==> config.mk <==
export PLATFORM = sky130hd
export DESIGN_NAME = sync_header_frame_receiver
export DESIGN_NICKNAME = d
export VERILOG_FILES = /design/src/sv/srx_pkg.sv /design/src/sv/srx_apb_regs.sv /design/src/sv/srx_out_fifo.sv /design/src/sv/srx_ctrl.sv /design/src/sv/sync_header_frame_receiver.sv
export SDC_FILE = /design/constraint.sdc
export NUM_CORES = 1
export LEC_CHECK = 0
export BUFFER_PORTS_ARGS = -buffer_cell sky130_fd_sc_hd__buf_2
export CAP_MARGIN = 5
export CORE_ASPECT_RATIO = 1.4
export CORE_MARGIN = 2
export CORE_UTILIZATION = 50
export DETAILED_ROUTE_END_ITERATION = 8
export GPL_TIMING_DRIVEN = 0
export HOLD_SLACK_MARGIN = 0.1
export MAX_ROUTING_LAYER = met4
export PLACE_DENSITY = 0.66
export SYNTH_ARGS = -nofsm -noshare
export SYNTH_HDL_FRONTEND = slang
export SYNTH_HIERARCHICAL = 1
export SYNTH_SLANG_ARGS = --single-unit
==> constraint.sdc <==
create_clock -name clk -period 7.6 [get_ports clk]
set_input_delay 1.14 -clock clk [delete_from_list [all_inputs] [get_ports clk]]
set_output_delay 1.14 -clock clk [all_outputs]
set_load 0.05 [all_outputs]
==> src/sv/srx_pkg.sv <==
`default_nettype none
package srx_pkg;

  localparam int FRAME_LEN = 25;
  localparam int IDX_W     = $clog2(FRAME_LEN);
  localparam int FILL_W    = $clog2(FRAME_LEN + 1);
  localparam int OUT_DEPTH = 4;
  localparam int PTR_W     = $clog2(OUT_DEPTH);
  localparam int CNT_W     = $clog2(OUT_DEPTH + 1);

  localparam int MAXF_W     = 4;
  localparam int FAIL_W     = 4;
  localparam logic [3:0] MAXF_RESET = 4'd10;

  localparam logic [7:0] HDR_B0 = 8'h00;
  localparam logic [7:0] HDR_B1 = 8'hAA;
  localparam logic [7:0] HDR_B3 = 8'h55;
  localparam int HDR_LEN = 4;

  localparam logic OP_BYTE    = 1'b0;
  localparam logic OP_TIMEOUT = 1'b1;

  localparam logic REG_MAX_FAILURES = 1'b0;

  typedef enum logic [1:0] {
    KIND_BYTE    = 2'd0,
    KIND_CRC     = 2'd1,
    KIND_TIMEOUT = 2'd2
  } kind_t;

  typedef struct packed {
    kind_t      kind;
    logic [7:0] frame_byte;
    logic [4:0] byte_index;
    logic       last;
    logic       link_lost;
  } out_item_t;

  // header bytes 0, 1 and 3 are fixed; byte 2 is whatever was received
  function automatic logic [7:0] hdr_byte(input logic [IDX_W-1:0] idx,
                                          input logic [7:0] third);
    logic [7:0] val;
    val = HDR_B3;
    if (idx == IDX_W'(0))      val = HDR_B0;
    else if (idx == IDX_W'(1)) val = HDR_B1;
    else if (idx == IDX_W'(2)) val = third;
    return val;
  endfunction

endpackage
`default_nettype wire

==> src/sv/srx_apb_regs.sv <==
`default_nettype none
module srx_apb_regs (
  input  wire logic        clk,
  input  wire logic        rst,
  input  wire logic        psel,
  input  wire logic        penable,
  input  wire logic        pwrite,
  input  wire logic [2:0]  paddr,
  input  wire logic [31:0] pwdata,
  output logic [31:0]      prdata,
  output logic             pready,
  output logic [srx_pkg::MAXF_W-1:0] max_failures
);

  logic wr_en;

  assign pready = 1'b1;
  assign wr_en  = psel && penable && pwrite && pready;

  always_ff @(posedge clk) begin
    if (rst) begin
      max_failures <= srx_pkg::MAXF_RESET;
    end else if (wr_en && paddr[2] == srx_pkg::REG_MAX_FAILURES) begin
      max_failures <= pwdata[srx_pkg::MAXF_W-1:0];
    end
  end

  always_comb begin
    prdata = '0;
    if (paddr[2] == srx_pkg::REG_MAX_FAILURES) begin
      prdata = 32'(max_failures);
    end
  end

endmodule
`default_nettype wire

==> src/sv/srx_out_fifo.sv <==
`default_nettype none
module srx_out_fifo (
  input  wire logic                clk,
  input  wire logic                rst,
  input  wire logic                push,
  input  wire srx_pkg::out_item_t  push_item,
  input  wire logic                pop_ready,
  output logic                     out_valid,
  output srx_pkg::out_item_t       out_item,
  output logic [srx_pkg::CNT_W-1:0] count
);

  srx_pkg::out_item_t        slots [srx_pkg::OUT_DEPTH];
  logic [srx_pkg::PTR_W-1:0] wr_ptr;
  logic [srx_pkg::PTR_W-1:0] rd_ptr;
  logic                      pop;

  assign out_valid = (count != '0);
  assign out_item  = slots[rd_ptr];
  assign pop       = out_valid && pop_ready;

  always_ff @(posedge clk) begin
    if (push) begin
      slots[wr_ptr] <= push_item;
    end
  end

  always_ff @(posedge clk) begin
    if (rst) begin
      wr_ptr <= '0;
      rd_ptr <= '0;
      count  <= '0;
    end else begin
      if (push) wr_ptr <= wr_ptr + 1'b1;
      if (pop)  rd_ptr <= rd_ptr + 1'b1;
      if (push && !pop)      count <= count + 1'b1;
      else if (pop && !push) count <= count - 1'b1;
    end
  end

endmodule
`default_nettype wire

==> src/sv/srx_ctrl.sv <==
`default_nettype none
module srx_ctrl (
  input  wire logic                 clk,
  input  wire logic                 rst,
  input  wire logic                 in_valid,
  output logic                      in_ready,
  input  wire logic                 in_op,
  input  wire logic [7:0]           in_byte,
  input  wire logic [srx_pkg::MAXF_W-1:0] max_failures,
  input  wire logic [srx_pkg::CNT_W-1:0]  fifo_count,
  output logic                      push,
  output srx_pkg::out_item_t        push_item
);

  localparam int IW = srx_pkg::IDX_W;
  localparam int FW = srx_pkg::FILL_W;
  localparam int CNT_W1 = srx_pkg::CNT_W + 1;

  typedef enum logic {ST_RUN, ST_DRAIN} state_t;

  state_t                    state;
  logic [23:0]               header_window;
  logic                      collecting;
  logic [FW-1:0]             fill_count;
  logic [7:0]                running_sum;
  logic [7:0]                hdr_third;
  logic [srx_pkg::FAIL_W-1:0] failure_count;
  logic [IW-1:0]             rd_idx;
  logic [IW-1:0]             rd_idx_q;
  logic                      inflight;

  logic [7:0] frame_store [srx_pkg::FRAME_LEN];
  logic [7:0] mem_rdata;

  logic accept, is_byte, is_timeout, hdr_hit, final_byte, sum_ok;
  logic store_wr, issue, fail_evt;
  logic [srx_pkg::FAIL_W-1:0] fail_inc;
  logic fail_lost;
  srx_pkg::kind_t fail_kind;

  assign accept     = in_valid && in_ready;
  assign is_byte    = accept && in_op == srx_pkg::OP_BYTE;
  assign is_timeout = accept && in_op == srx_pkg::OP_TIMEOUT;
  assign hdr_hit    = fill_count >= FW'(3) && header_window[23:16] == srx_pkg::HDR_B0
                      && header_window[15:8] == srx_pkg::HDR_B1 && in_byte == srx_pkg::HDR_B3;
  assign final_byte = collecting && fill_count == FW'(srx_pkg::FRAME_LEN - 1);
  assign sum_ok     = running_sum == in_byte;
  assign store_wr   = is_byte && collecting;
  assign issue      = state == ST_DRAIN
                      && (CNT_W1'(fifo_count) + CNT_W1'(inflight)) < CNT_W1'(srx_pkg::OUT_DEPTH);

  assign in_ready = state == ST_RUN && !inflight
                    && fifo_count < srx_pkg::CNT_W'(srx_pkg::OUT_DEPTH);

  assign fail_evt  = is_timeout || (is_byte && final_byte && !sum_ok);
  assign fail_kind = is_timeout ? srx_pkg::KIND_TIMEOUT : srx_pkg::KIND_CRC;
  assign fail_inc  = failure_count + 1'b1;
  assign fail_lost = fail_inc >= max_failures || fail_inc == '0;

  always_comb begin
    push      = 1'b0;
    push_item = '0;
    if (inflight) begin
      push                 = 1'b1;
      push_item.kind       = srx_pkg::KIND_BYTE;
      push_item.frame_byte = rd_idx_q < IW'(srx_pkg::HDR_LEN)
                             ? srx_pkg::hdr_byte(rd_idx_q, hdr_third) : mem_rdata;
      push_item.byte_index = 5'(rd_idx_q);
      push_item.last       = rd_idx_q == IW'(srx_pkg::FRAME_LEN - 1);
    end else if (fail_evt) begin
      push                = 1'b1;
      push_item.kind      = fail_kind;
      push_item.last      = 1'b1;
      push_item.link_lost = fail_lost;
    end
  end

  always_ff @(posedge clk) begin
    if (store_wr) begin
      frame_store[fill_count[IW-1:0]] <= in_byte;
    end
    if (issue) begin
      mem_rdata <= frame_store[rd_idx];
    end
  end

  always_ff @(posedge clk) begin
    if (rst) begin
      state         <= ST_RUN;
      header_window <= '0;
      collecting    <= 1'b0;
      fill_count    <= '0;
      running_sum   <= '0;
      hdr_third     <= '0;
      failure_count <= '0;
      rd_idx        <= '0;
      rd_idx_q      <= '0;
      inflight      <= 1'b0;
    end else begin
      inflight <= issue;
      if (issue) begin
        rd_idx_q <= rd_idx;
        if (rd_idx == IW'(srx_pkg::FRAME_LEN - 1)) begin
          state  <= ST_RUN;
          rd_idx <= '0;
        end else begin
          rd_idx <= rd_idx + 1'b1;
        end
      end

      if (fail_evt) begin
        failure_count <= fail_lost ? '0 : fail_inc;
      end

      if (is_byte) begin
        if (!collecting) begin
          if (hdr_hit) begin
            hdr_third     <= header_window[7:0];
            running_sum   <= srx_pkg::HDR_B0 + srx_pkg::HDR_B1 + header_window[7:0]
                             + srx_pkg::HDR_B3;
            fill_count    <= FW'(srx_pkg::HDR_LEN);
            collecting    <= 1'b1;
            header_window <= '0;
          end else begin
            header_window <= {header_window[15:0], in_byte};
            if (fill_count < FW'(3)) fill_count <= fill_count + 1'b1;
          end
        end else if (final_byte) begin
          collecting    <= 1'b0;
          header_window <= '0;
          fill_count    <= '0;
          running_sum   <= '0;
          if (sum_ok) begin
            failure_count <= '0;
            state         <= ST_DRAIN;
            rd_idx        <= '0;
          end
        end else begin
          running_sum <= running_sum + in_byte;
          fill_count  <= fill_count + 1'b1;
        end
      end
    end
  end

endmodule
`default_nettype wire

==> src/sv/sync_header_frame_receiver.sv <==
`default_nettype none
// Receives a byte stream (tuser 0) and read-timeout events (tuser 1), hunts for the
// header 00 AA xx 55 and collects 25-byte frames into a frame memory. A frame whose
// 8-bit sum of bytes 0..23 equals byte 24 is read back and sent as 25 beats with
// byte_index 0..24 and tlast on the final beat; a bad sum gives one checksum-failure
// beat and hunting restarts. Timeouts give a timeout-failure beat. Consecutive
// failures are counted; at max_failures (APB register at offset 0, reset 10) the
// failure beat carries link_lost and the count clears. After a good frame the input
// stalls while the frame drains into a four-entry output queue: one frame-memory
// read per cycle while the queue, counting a read in flight, has room.
module sync_header_frame_receiver (
  input  wire logic        clk,
  input  wire logic        rst,
  input  wire logic        s_tvalid,
  output logic             s_tready,
  input  wire logic [7:0]  s_tdata,   // [7:0] rx_byte
  input  wire logic        s_tuser,   // [0] operation
  output logic             m_tvalid,
  input  wire logic        m_tready,
  output logic [15:0]      m_tdata,   // [7:0] frame_byte, [12:8] byte_index, zero fill
  output logic [2:0]       m_tuser,   // [1:0] kind, [2] link_lost
  output logic             m_tlast,
  input  wire logic        psel,
  input  wire logic        penable,
  input  wire logic        pwrite,
  input  wire logic [2:0]  paddr,
  input  wire logic [31:0] pwdata,
  output logic [31:0]      prdata,
  output logic             pready
);

  logic [srx_pkg::MAXF_W-1:0] max_failures;
  logic [srx_pkg::CNT_W-1:0]  fifo_count;
  logic                       push;
  srx_pkg::out_item_t         push_item;
  srx_pkg::out_item_t         out_item;

  srx_apb_regs u_regs (
    .clk          (clk),
    .rst          (rst),
    .psel         (psel),
    .penable      (penable),
    .pwrite       (pwrite),
    .paddr        (paddr),
    .pwdata       (pwdata),
    .prdata       (prdata),
    .pready       (pready),
    .max_failures (max_failures)
  );

  srx_ctrl u_ctrl (
    .clk          (clk),
    .rst          (rst),
    .in_valid     (s_tvalid),
    .in_ready     (s_tready),
    .in_op        (s_tuser),
    .in_byte      (s_tdata),
    .max_failures (max_failures),
    .fifo_count   (fifo_count),
    .push         (push),
    .push_item    (push_item)
  );

  srx_out_fifo u_fifo (
    .clk       (clk),
    .rst       (rst),
    .push      (push),
    .push_item (push_item),
    .pop_ready (m_tready),
    .out_valid (m_tvalid),
    .out_item  (out_item),
    .count     (fifo_count)
  );

  assign m_tdata = {3'b000, out_item.byte_index, out_item.frame_byte};
  assign m_tuser = {out_item.link_lost, out_item.kind};
  assign m_tlast = out_item.last;

endmodule
`default_nettype wire

* Word-level counts from Yosys, hierarchy flattened
Memory sizes are Yosys's and may differ from the RTL's. A register that Yosys moved wholly into a read port is not among the register bits.
Index checks and enable logic that the tools add are counted.
** Storage, ports and cells
- Flip-flop bits (word level) :: 73
- Bits in writable memories :: 268
- Bits of input ports :: 51
- Logic and storage cells :: 135
- Memories :: 2
** Cells by class
- Add/sub/neg operators :: 11
- $lt $le $gt $ge :: 6
- Equality and inequality tests :: 9
- Muxes and demuxes :: 53
- Bitwise logic cells :: 4
- Reduce and logical (&&, ||, !) cells :: 36
** Memories
- u_ctrl.frame_store :: words 25, width 8, rd ports 1, clocked after memory_dff 1, wr ports 1, line srx_ctrl.sv:32 : logic [7:0] frame_store [srx_pkg::FRAME_LEN];
- u_fifo.slots :: words 4, width 17, rd ports 1, clocked after memory_dff 1, wr ports 1, line srx_out_fifo.sv:13 : srx_pkg::out_item_t slots [srx_pkg::OUT_DEPTH];
** Operator list (number)
- $mux W24 :: 3
- $mux W8 :: 7
- $mux W5 :: 10
- $mux W4 :: 7
- $logic_and A1 B1 Y1 :: 19
- $mux W1 :: 17
- $eq A5 B5 Y1 const B :: 3
- $mux W13 :: 1
- $mux W2 :: 6
- $add A5 B1 Y5 const B :: 2
- $add A8 B7 Y8 const B :: 1
- $add A8 B8 Y8 :: 1
- $add A8 B8 Y8 const A :: 1
- $eq A8 B7 Y1 const B :: 1
- $eq A8 B8 Y1 :: 1
- $eq A8 B8 Y1 const B :: 1
- $logic_not A8 Y1 :: 1
- $mux W3 :: 2
- $reduce_and A2 Y1 :: 3
- $reduce_bool A3 Y1 :: 2
- $eq A5 B1 Y1 const B :: 1
- $eq A5 B2 Y1 const B :: 1
- $ge A5 B2 Y1 const B :: 1
- $logic_not A5 Y1 :: 1
- other kinds (17) :: 26

* Logic depth before layout (Yosys ltp)
Gate-level depths: netlist (run 1).
- Word-level depth :: 14
- Mapped depth :: 13

* By module
Netlist (run 1), hierarchy kept.
** Modules (own cells, without submodules)
- srx_ctrl :: times used 1, cells each 757, area an instance 11498.5 µm², sequential area each 7487.2 µm²
- srx_out_fifo :: times used 1, cells each 132, area an instance 2924.1 µm², sequential area each 2222.1 µm²
- srx_apb_regs :: times used 1, cells each 53, area an instance 441.7 µm², sequential area each 80.1 µm²
- sync_header_frame_receiver :: times used 1, cells each 4, area an instance 26.3 µm², sequential area each 0.0 µm²

* Worst setup path after synthesis (run 1)
Ideal clock, no wire load.
- Kind :: input-to-reg
- From :: input s_tdata[5]
- To :: register u_fifo/count[2] (netlist name)
- Data arrival time :: 3437 ps
- Path slack :: 4093 ps
- Cell stages on the path :: 12
- Path buffers :: 1
- Cell sequence :: ha_1 > nor4_1 > nand3_1 > a31oi_1 > clkbuf_1 > nand2b_1 > ha_1 > inv_1 > fa_1 > xor2_1 > or3_1 > a21oi_1
** On the way
- Longest elaborated chain between the ends :: 9
- Elaborated cells on any way between the ends :: 11
- Classes of those cells :: eq/ne: 1; mux: 3; reduce/logical: 7
** RTL lines
- start, declared :: line sync_header_frame_receiver.sv:16 : input wire logic [7:0] s_tdata,
- $eq A8 B8 Y1 (*) :: line srx_ctrl.sv:47 : assign sum_ok = running_sum == in_byte;
- $logic_not A1 Y1 (*) :: line srx_ctrl.sv:55 : assign fail_evt = is_timeout || (is_byte && final_byte && !sum_ok);
- $logic_and A1 B1 Y1 (*) :: line srx_ctrl.sv:55
- $logic_or A1 B1 Y1 (*) :: line srx_ctrl.sv:55
- $mux W1 (*) :: line srx_ctrl.sv:70 : end else if (fail_evt) begin
- $mux W1 (*) :: line srx_ctrl.sv:63 : if (inflight) begin
- net push :: line sync_header_frame_receiver.sv:34 : logic push;
- $logic_not A1 Y1 :: line srx_out_fifo.sv:37 : else if (pop && !push) count <= count - 1'b1;
- $logic_and A1 B1 Y1 :: line srx_out_fifo.sv:37
- $reduce_bool A2 Y1 (no line)
- end signal, assigned :: line srx_out_fifo.sv:36 : if (push && !pop) count <= count + 1'b1;
- end signal, assigned :: line srx_out_fifo.sv:37
- end, declared :: line srx_out_fifo.sv:10 : output logic [srx_pkg::CNT_W-1:0] count
Mark *: on every way through the listed nets, which the timed path passes. The rest lies on a longest branch.
A chain may end at the register's enable or synchronous reset.

* Worst setup path in the final report (run 1)
- From :: input s_tdata[1]
- To :: register u_fifo/count[2] (netlist name)
Same word-level chain as after synthesis.

==> qor.csv, run 1 <==
metric;value;unit
post_drt_wl_per_cell;20.34;um
yosysSeqAreaShare;65.74;%
yosysTopAreaCell;edfxtp_1;
setup_viol;0;
p_per_area;257.1;mW/mm2
postLayoutCellArea;0.01679;mm2
clk_pin_slew;60;ps
p_seq_share;49.4;%
die-area;0.03120;mm2
p_int;3249;uW
yosys_register_bits;351;
ir_drop;0.2523;mV
fin_cells;1456;
layout_setup_ws;3363;ps
cts_setup_buffers;0;
drtIter0Drc;499;
grt_max_degree;30;
power_frac_clock;38.1;%
critPathMaxStageDelay;500;ps
area_growth;12.75;%
grt_pass1_wl;46.11;mm
path_common_cell;ha_1;
multi_input_area;0.004597;mm2
dr.pass1.iters;5;
rsz0062_at_grt;false;
tightestPinTransition;1017;ps
postRouteAntennaNets;0;
vias;8126;
fmax;236.0;MHz
die_w;149.9;um
gr-usage-all-layers;19.81;%
power.leakage;0.005833;uW
crit_family;simple AND/OR/NAND/NOR gates;
overflow;0;
path_buf_inv;3;
ctsResizeCount;0;
syn_area;0.01489;mm2
drc;0;
timing.setup.tns;0;ps
htree_levels;1;
worstPathMaxFanout;29;
fin_nets;1126;
hp-class;flop to flop;
cap_violations;0;
numCtsBuffers;31;
syn_inst;946;
place_area;0.01569;mm2
grt_pass1_vias;8069;
cts_tree;done;
switchingPower;1067;uW
synth_flop_cell;edfxtp_1;
initial_core_util;50.89;%
cp_data_required_time;8090;ps
drive_gt1_share;20.82;%
asyncSetResetFlopFracSynth;0;%
ys_types;67;
swShare;24.72;%
finalMaxSlewViolations;0;
clk-insertion-delay-late;560;ps
startpoint_type;input pin;
drt-total-wl;29.62;mm
antenna_found_initial;0;
yosysMostFrequentCell;edfxtp_1;
worst_setup_path_end_kind;flop;
placedCellCount;1398;
cts.path.max_buffers;3;
io_pins;106;
arrival;4720;ps
cpMaxStageDelayCell;buf_2;
p_comb_share;12.4;%
pre_cts_slack;2689;ps
io_buffers;43;
register_area;0.009789;mm2
cts_hold_buf;0;
synth_top_cell_area_share;55.66;%
rows;74;
synth_edf_count;276;
synth_area_leaders;edfxtp_1, dfxtp_1, mux4_2, mux4_1, nor2_1;
place.gp.congestion;0.8288;
cts_sinks;351;
final.min_clock_period;4237;ps
hpwl;20.10;mm
ys_top_cells_by_count;edfxtp_1, nor2_1, dfxtp_1, nand2_1, mux4_2;
n_fill_cell;2315;
fin_crit_sh;55.76;%
via_per_inst;5.581;
root_buffer;clkbuf_16;
hold_viol;0;
timing_worst_setup_path_type;input pin to flop;
p_total;4317;uW
slew_headroom;31.71;%
crit_path_cell_trace;buf_2 -> ha_1 -> nor4_1 -> nand3_1 -> a31oi_1 -> clkbuf_1 -> nand2b_1 -> ha_1 -> inv_1 -> fa_1 -> xor2_1 -> or3_1 -> a21oi_1;
outcome;finished, final reports clean;
syn_avg_cell_area;15.74;um2
fin_worst_skew;14.66;ps
yosysWarnings;6;
die_h;208.2;um
n_antenna_cell;0;
core;0.02926;mm2
path summary, 6_finish.rpt:
check / end / startpoint / cells after the start / slack (ps)
min reg2reg: u_ctrl/failure_count[3] / u_ctrl/failure_count[3] / 2 / 470
min: u_ctrl/failure_count[3] / u_ctrl/failure_count[3] / 2 / 470
max: u_fifo/count[2] / s_tdata[1] / 13 / 3360
max reg2reg: u_fifo/count[2] / u_ctrl/running_sum[1] / 12 / 4190
per-stage QoR:
step	hold WS [ps]	utilization, %
global route	503.0	57.38
CTS	472.9	57.38
floorplan	444.4	-
finish	470.1	57.38
global placement	453.1	53.63
detailed placement	464.9	53.63
cells by family (layout without fill, tap and decap cells):
family | count (synthesis) | after routing | share of synthesized area [%]
other cells | 3 | 32 | 0.07562
mux | 104 | 104 | 13.90
buf+inv | 95 | 196 | 4.117
compound gates | 119 | 119 | 5.285
flops | 351 | 351 | 65.74
simple gates | 227 | 227 | 7.411
xor+xnor | 23 | 23 | 1.353
fa+ha+maj | 24 | 24 | 2.117
power by group through the flow:
stage | Clock, uW | Combinational [uW] | Sequential (uW)
floorplan | 0 | 426 | 2170
global placement | 0 | 537 | 2170
detailed placement | 0 | 542 | 2180
CTS | 1680 | 543 | 2130
global route | 1750 | 580 | 2140
finish | 1650 | 537 | 2130
flip-flops by register name (all words and copies together), names as in the netlist, 2 cells and up, named ones only:
signal / flops
u_ctrl/rd_idx_q: 5
u_ctrl/running_sum: 8
u_fifo/wr_ptr: 2
u_ctrl/rd_idx: 5
u_ctrl/failure_count: 4
u_fifo/rd_ptr: 2
u_fifo/count: 3
u_ctrl/hdr_third: 8
u_ctrl/frame_store: 200
u_ctrl/fill_count: 5
u_ctrl/header_window: 24
u_ctrl/mem_rdata: 8
u_regs/max_failures: 4
u_fifo/slots: 68
layer usage:
metal  track usage, %  vias up  routed length (um)
li1                 -     3807                   -
met1            24.51     4075               11940
met2            34.51      187               15720
met3            2.018       57                1125
met4            5.725        0                 833
met5                -        -                   0
tightest hold or removal path, stage by stage (launching register included):
cell and delay, ps:
dfxtp_1 320, nand2_1 60, a21oi_1 50
cells in the final DEF (no fill, tap or decap), types with 7 or more instances in the layout:
cell	count
xor2_1	10
edfxtp_1	276
dfxtp_1	75
buf_2	56
inv_1	12
xnor2_1	13
ha_1	22
buf_4	36
a211oi_1	8
nand2b_1	10
or3_1	7
nor3_1	12
clkbuf_16	32
nand2_1	46
and2_1	11
a21oi_1	34
mux2_2	8
a22oi_1	26
conb_1	32
nor2_1	92
nand3_1	12
o21ai_0	18
mux4_1	28
mux4_2	45
mux2i_1	23
clkinv_2	7
clkbuf_1	23
cell type report:
| cell class | instances | share of cell area, % |
|---|---|---|
| inverter | 13 | 0.2907 |
| sequential | 351 | 58.31 |
| multi-input combinational | 529 | 27.38 |
| clock inverter | 19 | 1.438 |
| timing repair buffer | 43 | 1.282 |
| tap | 380 | 2.832 |
| buffer | 82 | 3.361 |
| clock buffer | 39 | 5.105 |
Power figures use the tool's default switching activity.
==> run 2, diff against run 1 <==
- clock period: 7.6 -> 4 ns (I/O delays scaled with it)
==> run 2 against run 1 <==
Net effect:
- utilization about the same
- sequential share of layout area about the same
- hold slack worse by 170 ps
- first-iteration DRC count up 2.4%
- non-clock buffer count unchanged
==> qor.csv, run 2 (synthesized netlist as in run 1, its figures left out) <==
metric;value;unit;change
swShare;24.70;%;-0.026 points
overflow;0;;unchanged
fmax;283.9;MHz;
drtIter0Drc;511;;+2.4%
cp_data_required_time;4490;ps;-3600 ps
postLayoutCellArea;0.01680;mm2;about the same
fin_cells;1456;;unchanged
die_h;208.2;um;unchanged
io_pins;106;;unchanged
dr.pass1.iters;5;;unchanged
drc;0;;unchanged
reg2reg_to;u_fifo/count[2];;
timing_worst_setup_path_type;input pin to flop;;
cts_sinks;351;;unchanged
cts_tree;done;;
reg2reg_depth;13;;+1
layout_commonest_cell;edfxtp_1;;
drt-total-wl;29.57;mm;-0.17%
place.gp.congestion;0.8288;;unchanged
io_buffers;43;;unchanged
die_w;149.9;um;unchanged
cap_violations;0;;unchanged
cts.path.max_buffers;3;;unchanged
timing.rr.start;u_ctrl/fill_count[0];;
gr-usage-all-layers;19.81;%;unchanged
worstHoldEndpoint;u_regs/max_failures[2];;
tightestPinTransition;1023;ps;+6.305 ps
ir_drop;0.4784;mV;+90%
pre_cts_slack;-370.8;ps;-3060 ps
placedCellCount;1398;;unchanged
clk-insertion-delay-late;560;ps;about the same
vias;8120;;-0.074%
die-area;0.03120;mm2;unchanged
grt_pass1_vias;8069;;unchanged
grt_pass1_wl;46.11;mm;unchanged
largest_reg_flops;200;;unchanged
outcome;finished, final reports clean;;
n_fill_cell;2313;;-0.086%
core;0.02926;mm2;unchanged
area_growth;12.82;%;about the same
place_area;0.01569;mm2;unchanged
layout_setup_ws;477.6;ps;-2885 ps
arrival;4010;ps;-710 ps
hold_viol;0;;unchanged
grt_max_degree;30;;unchanged
slew_headroom;31.28;%;-0.42 points
worstPathMaxFanout;28;;-3.4%
r2r_setup_slack;650;ps;-3540 ps
htree_levels;1;;unchanged
power_frac_clock;38.1;%;about the same
via_per_inst;5.577;;about the same
hp-class;input pin to flop;;
numCtsBuffers;31;;unchanged
clk_pin_slew;70;ps;about the same
rsz0062_at_grt;false;;
fin_nets;1126;;unchanged
finalMaxSlewViolations;0;;unchanged
root_buffer;clkbuf_16;;
antenna_found_initial;0;;unchanged
drive_gt1_share;20.91;%;+0.093 points
register_area;0.009789;mm2;unchanged
multi_input_area;0.004603;mm2;+0.14%
hold_start;pwdata[2];;
most-common-layout-cells;edfxtp_1, nor2_1, dfxtp_1, buf_2, nand2_1;;
p_int;6175;uW;+90%
startpoint_type;input pin;;
switchingPower;2025;uW;+90%
setup_viol;0;;unchanged
postRouteAntennaNets;0;;unchanged
rows;74;;unchanged
final.min_clock_period;3522;ps;
power.leakage;0.005835;uW;about the same
post_drt_wl_per_cell;20.31;um;-0.17%
p_comb_share;12.5;%;about the same
p_seq_share;49.4;%;about the same
fin_worst_skew;14.07;ps;-0.5910 ps
initial_core_util;50.89;%;unchanged
hold_depth;3;;+1
fin_crit_sh;88.06;%;
hpwl;20.10;mm;unchanged
p_per_area;488.1;mW/mm2;+90%
n_antenna_cell;0;;unchanged
worst_setup_path_end_kind;flop;;
[run 2: timing repair]
item | CTS | global route
buffers inserted | 0 | 0
gates resized for setup | 0 | 3
setup endpoints to repair | 0 | 1
hold buffers | 0 | 0
[run 2: critical path, cell delays in order]
cell	delay [ps]
buf_2	450
ha_1	390
nor4_1	330
nand3_1	220
a31oi_2	330
clkbuf_1	380
nand2b_1	260
ha_1	290
inv_1	70
fa_1	170
xor2_1	70
or3_1	310
a21oi_1	140
[run 2: layout make-up]
class / instances / share of cell area [%]
sequential: 351 / 58.27
tap: 380 / 2.830
buffer: 82 / 3.359
clock inverter: 19 / 1.437
timing repair buffer: 43 / 1.311
clock buffer: 39 / 5.102
multi-input combinational: 529 / 27.40
inverter: 13 / 0.2905
[run 2: worst max-delay path by stage]
| stage | cells past startpoint | from | end | slack (ps) |
|---|---|---|---|---|
| 3_3_place_gp | 13 | s_tdata[1] | u_fifo/count[2] | -320 |
| 4_1_cts | 13 | s_tdata[5] | u_fifo/count[2] | 210 |
| 5_1_grt | 13 | s_tdata[4] | u_fifo/count[2] | 120 |
| 3_5_place_dp | 13 | s_tdata[1] | u_fifo/count[2] | -370 |
| 6_report | 13 | s_tdata[4] | u_fifo/count[2] | 480 |
| 2_1_floorplan | 12 | s_tdata[5] | u_fifo/count[2] | 1030 |
[run 2: per-stage QoR]
stage	total power (uW)	hold slack [ps]	utilization, %	setup TNS (ps)
floorplan	4925	444.4	-	0
global placement	5151	453.1	53.63	-9453
detailed placement	5164	464.9	53.63	-12150
CTS	8278	279.6	57.38	0
global route	8491	293.4	57.42	0
finish	8200	300.9	57.42	0
[run 2: per-layer routing]
metal / vias up / track usage (%) / wire length (um)
li1: 3804 / - / -
met3: 55 / 2.018 / 1227
met5: - / - / 0
met2: 212 / 34.51 / 15630
met1: 4049 / 24.51 / 11870
met4: 0 / 5.725 / 839
[run 2: power groups by stage]
stage          clock network (uW)  registers (uW)  logic (uW)
2_1_floorplan                   0            4120         809
3_3_place_gp                    0            4130        1020
3_5_place_dp                    0            4130        1030
4_1_cts                      3190            4050        1030
5_1_grt                      3330            4060        1100
6_report                     3130            4050        1020
==> run 3, diff against run 2 <==
- CTS_BUF_LIST: not set -> sky130_fd_sc_hd__clkbuf_4 sky130_fd_sc_hd__clkbuf_8
==> run 3 against run 2 <==
Net effect:
- combinational power hardly changed
- non-clock buffer count stayed put
- register-to-register slack better by 20 ps
- largest cell class unchanged
- via count is 1.3% higher
- critical path type unchanged
- clock skew is 2.8 ps higher
- first-iteration DRC count is 23% lower
- hold slack worse by 3.3 ps
- cell area is 0.74% lower
- clock power is 14% lower
- die area stayed put
- sequential power hardly changed
==> qor.csv, run 3 (synthesized netlist as in run 1, its figures left out) <==
metric;value;unit;change
cap_violations;0;;unchanged
gr-usage-all-layers;20.09;%;+0.28 points
worst_setup_path_end_kind;flop;;
grt_pass1_wl;46.42;mm;+0.66%
final_util;57.00;%;-0.42 points
grt_pass1_vias;8260;;+2.4%
area_growth;11.99;%;
postRouteAntennaNets;0;;unchanged
arrival;4000;ps;about the same
cts_tree;done;;
worstPathMaxFanout;28;;unchanged
cts_sinks;351;;unchanged
timing_worst_setup_path_type;input pin to flop;;
final.min_clock_period;3499;ps;-23.09 ps
hold_viol;0;;unchanged
timing.setup.tns;0;ps;unchanged
n_fill_cell;2339;;+1.1%
fmax;285.8;MHz;+0.66%
hpwl;20.10;mm;unchanged
p_per_area;466.0;mW/mm2;-4.5%
clk-insertion-delay-late;570;ps;about the same
ir_drop;0.3230;mV;-32%
io_pins;106;;unchanged
drtIter0Drc;393;;-23%
drc;0;;unchanged
core;0.02926;mm2;unchanged
power.leakage;0.005826;uW;-0.15%
die_h;208.2;um;unchanged
clk_pin_slew;60;ps;about the same
cts.path.max_buffers;3;;unchanged
numCtsBuffers;52;;+68%
outcome;finished, final reports clean;;
cp_data_required_time;4500;ps;about the same
grt_max_degree;30;;unchanged
post_drt_wl_per_cell;19.95;um;-1.8%
io_buffers;43;;unchanged
cts_setup_buffers;0;;unchanged
layout_commonest_cell;edfxtp_1;;
n_antenna_cell;0;;unchanged
die_w;149.9;um;unchanged
root_buffer;clkbuf_8;;
drt-total-wl;29.76;mm;+0.65%
initial_core_util;50.89;%;unchanged
hold_slack;297.7;ps;-3.269 ps
most-common-layout-cells;edfxtp_1, nor2_1, dfxtp_1, clkbuf_8, buf_2;;
vias;8224;;+1.3%
slew_headroom;31.38;%;+0.098 points
die-area;0.03120;mm2;unchanged
drive_gt1_share;22.48;%;+1.6 points
fin_crit_sh;87.48;%;-0.58 points
rows;74;;unchanged
dr.pass1.iters;5;;unchanged
htree_levels;2;;+1
antenna_found_initial;0;;unchanged
startpoint_type;input pin;;
largest_reg_flops;200;;unchanged
overflow;0;;unchanged
rsz0062_at_grt;false;;
fin_worst_skew;16.85;ps;+2.780 ps
finalMaxSlewViolations;0;;unchanged
fin_nets;1147;;+1.9%
hp-class;input pin to flop;;
tightestPinTransition;1021;ps;-1.461 ps
via_per_inst;5.512;;-1.2%
setup_viol;0;;unchanged
place.gp.congestion;0.8288;;unchanged
==> run 3: repair_timing <==
| item | in CTS | in global routing |
|---|---|---|
| hold buffers | 0 | 0 |
| setup endpoints to repair | 0 | 1 |
| resized for setup | 0 | 3 |
==> run 3: routing by layer <==
metal  vias to the layer above  global-route usage [%]  share of wire (%)
met5                         -                       -                  0
met4                         0                   7.254                3.3
met3                        71                   2.785                3.9
met2                       207                   34.70                 53
met1                      4097                   23.96                 40
li1                       3849                       -                  -
==> run 3: final timing paths <==
path,slack (ps),cells past startpoint,startpoint,to
worst min-delay path,300,3,pwdata[2],u_regs/max_failures[2]
worst max-delay path,500,13,s_tdata[4],u_fifo/count[2]
worst max register to register,670,13,u_ctrl/fill_count[0],u_fifo/count[2]
worst min register to register,470,2,u_ctrl/failure_count[3],u_ctrl/failure_count[3]
==> run 3: power by group <==
group	internal [uW]	switching, uW	leakage (uW)
combinational	335	686	0.00214
sequential	4000	60.7	0.00316
clock	1430	1260	0.000523
total	5760	2010	0.00583
==> run 3: worst max-delay path, stage by stage <==
cell and delay (ps):
buf_2 460, ha_1 390, nor4_1 320, nand3_1 230, a31oi_2 330, clkbuf_1 370, nand2b_1 250, ha_1 290
inv_1 70, fa_1 170, xor2_1 70, or3_1 310, a21oi_1 140
==> run 3: area by class of cell <==
cell class / count / area, um2 / share of cell area (%)
clock buffers: 74 / 893.4 / 5.357
plain buffers: 82 / 564.3 / 3.384
repair buffers: 43 / 220.2 / 1.321
multi-input cells: 529 / 4603 / 27.60
clock inverters: 20 / 81.33 / 0.4877
flip-flops and latches: 351 / 9789 / 58.70
well taps: 380 / 475.5 / 2.851
inverters: 13 / 48.80 / 0.2926
==> run 3: through the flow <==
| step | total power, uW | area (um2) | std cells | setup slack [ps] |
|---|---|---|---|---|
| finish | 7771 | 16680 | 1492 | 500.7 |
| global route | 8083 | 16680 | 1492 | 131.7 |
| CTS | 7850 | 16660 | 1492 | 230.3 |
| detailed placement | 5164 | 15690 | 1398 | -370.8 |
| global placement | 5151 | 15690 | 1398 | -320.2 |
| floorplan | 4925 | 15000 | 975 | 1033 |
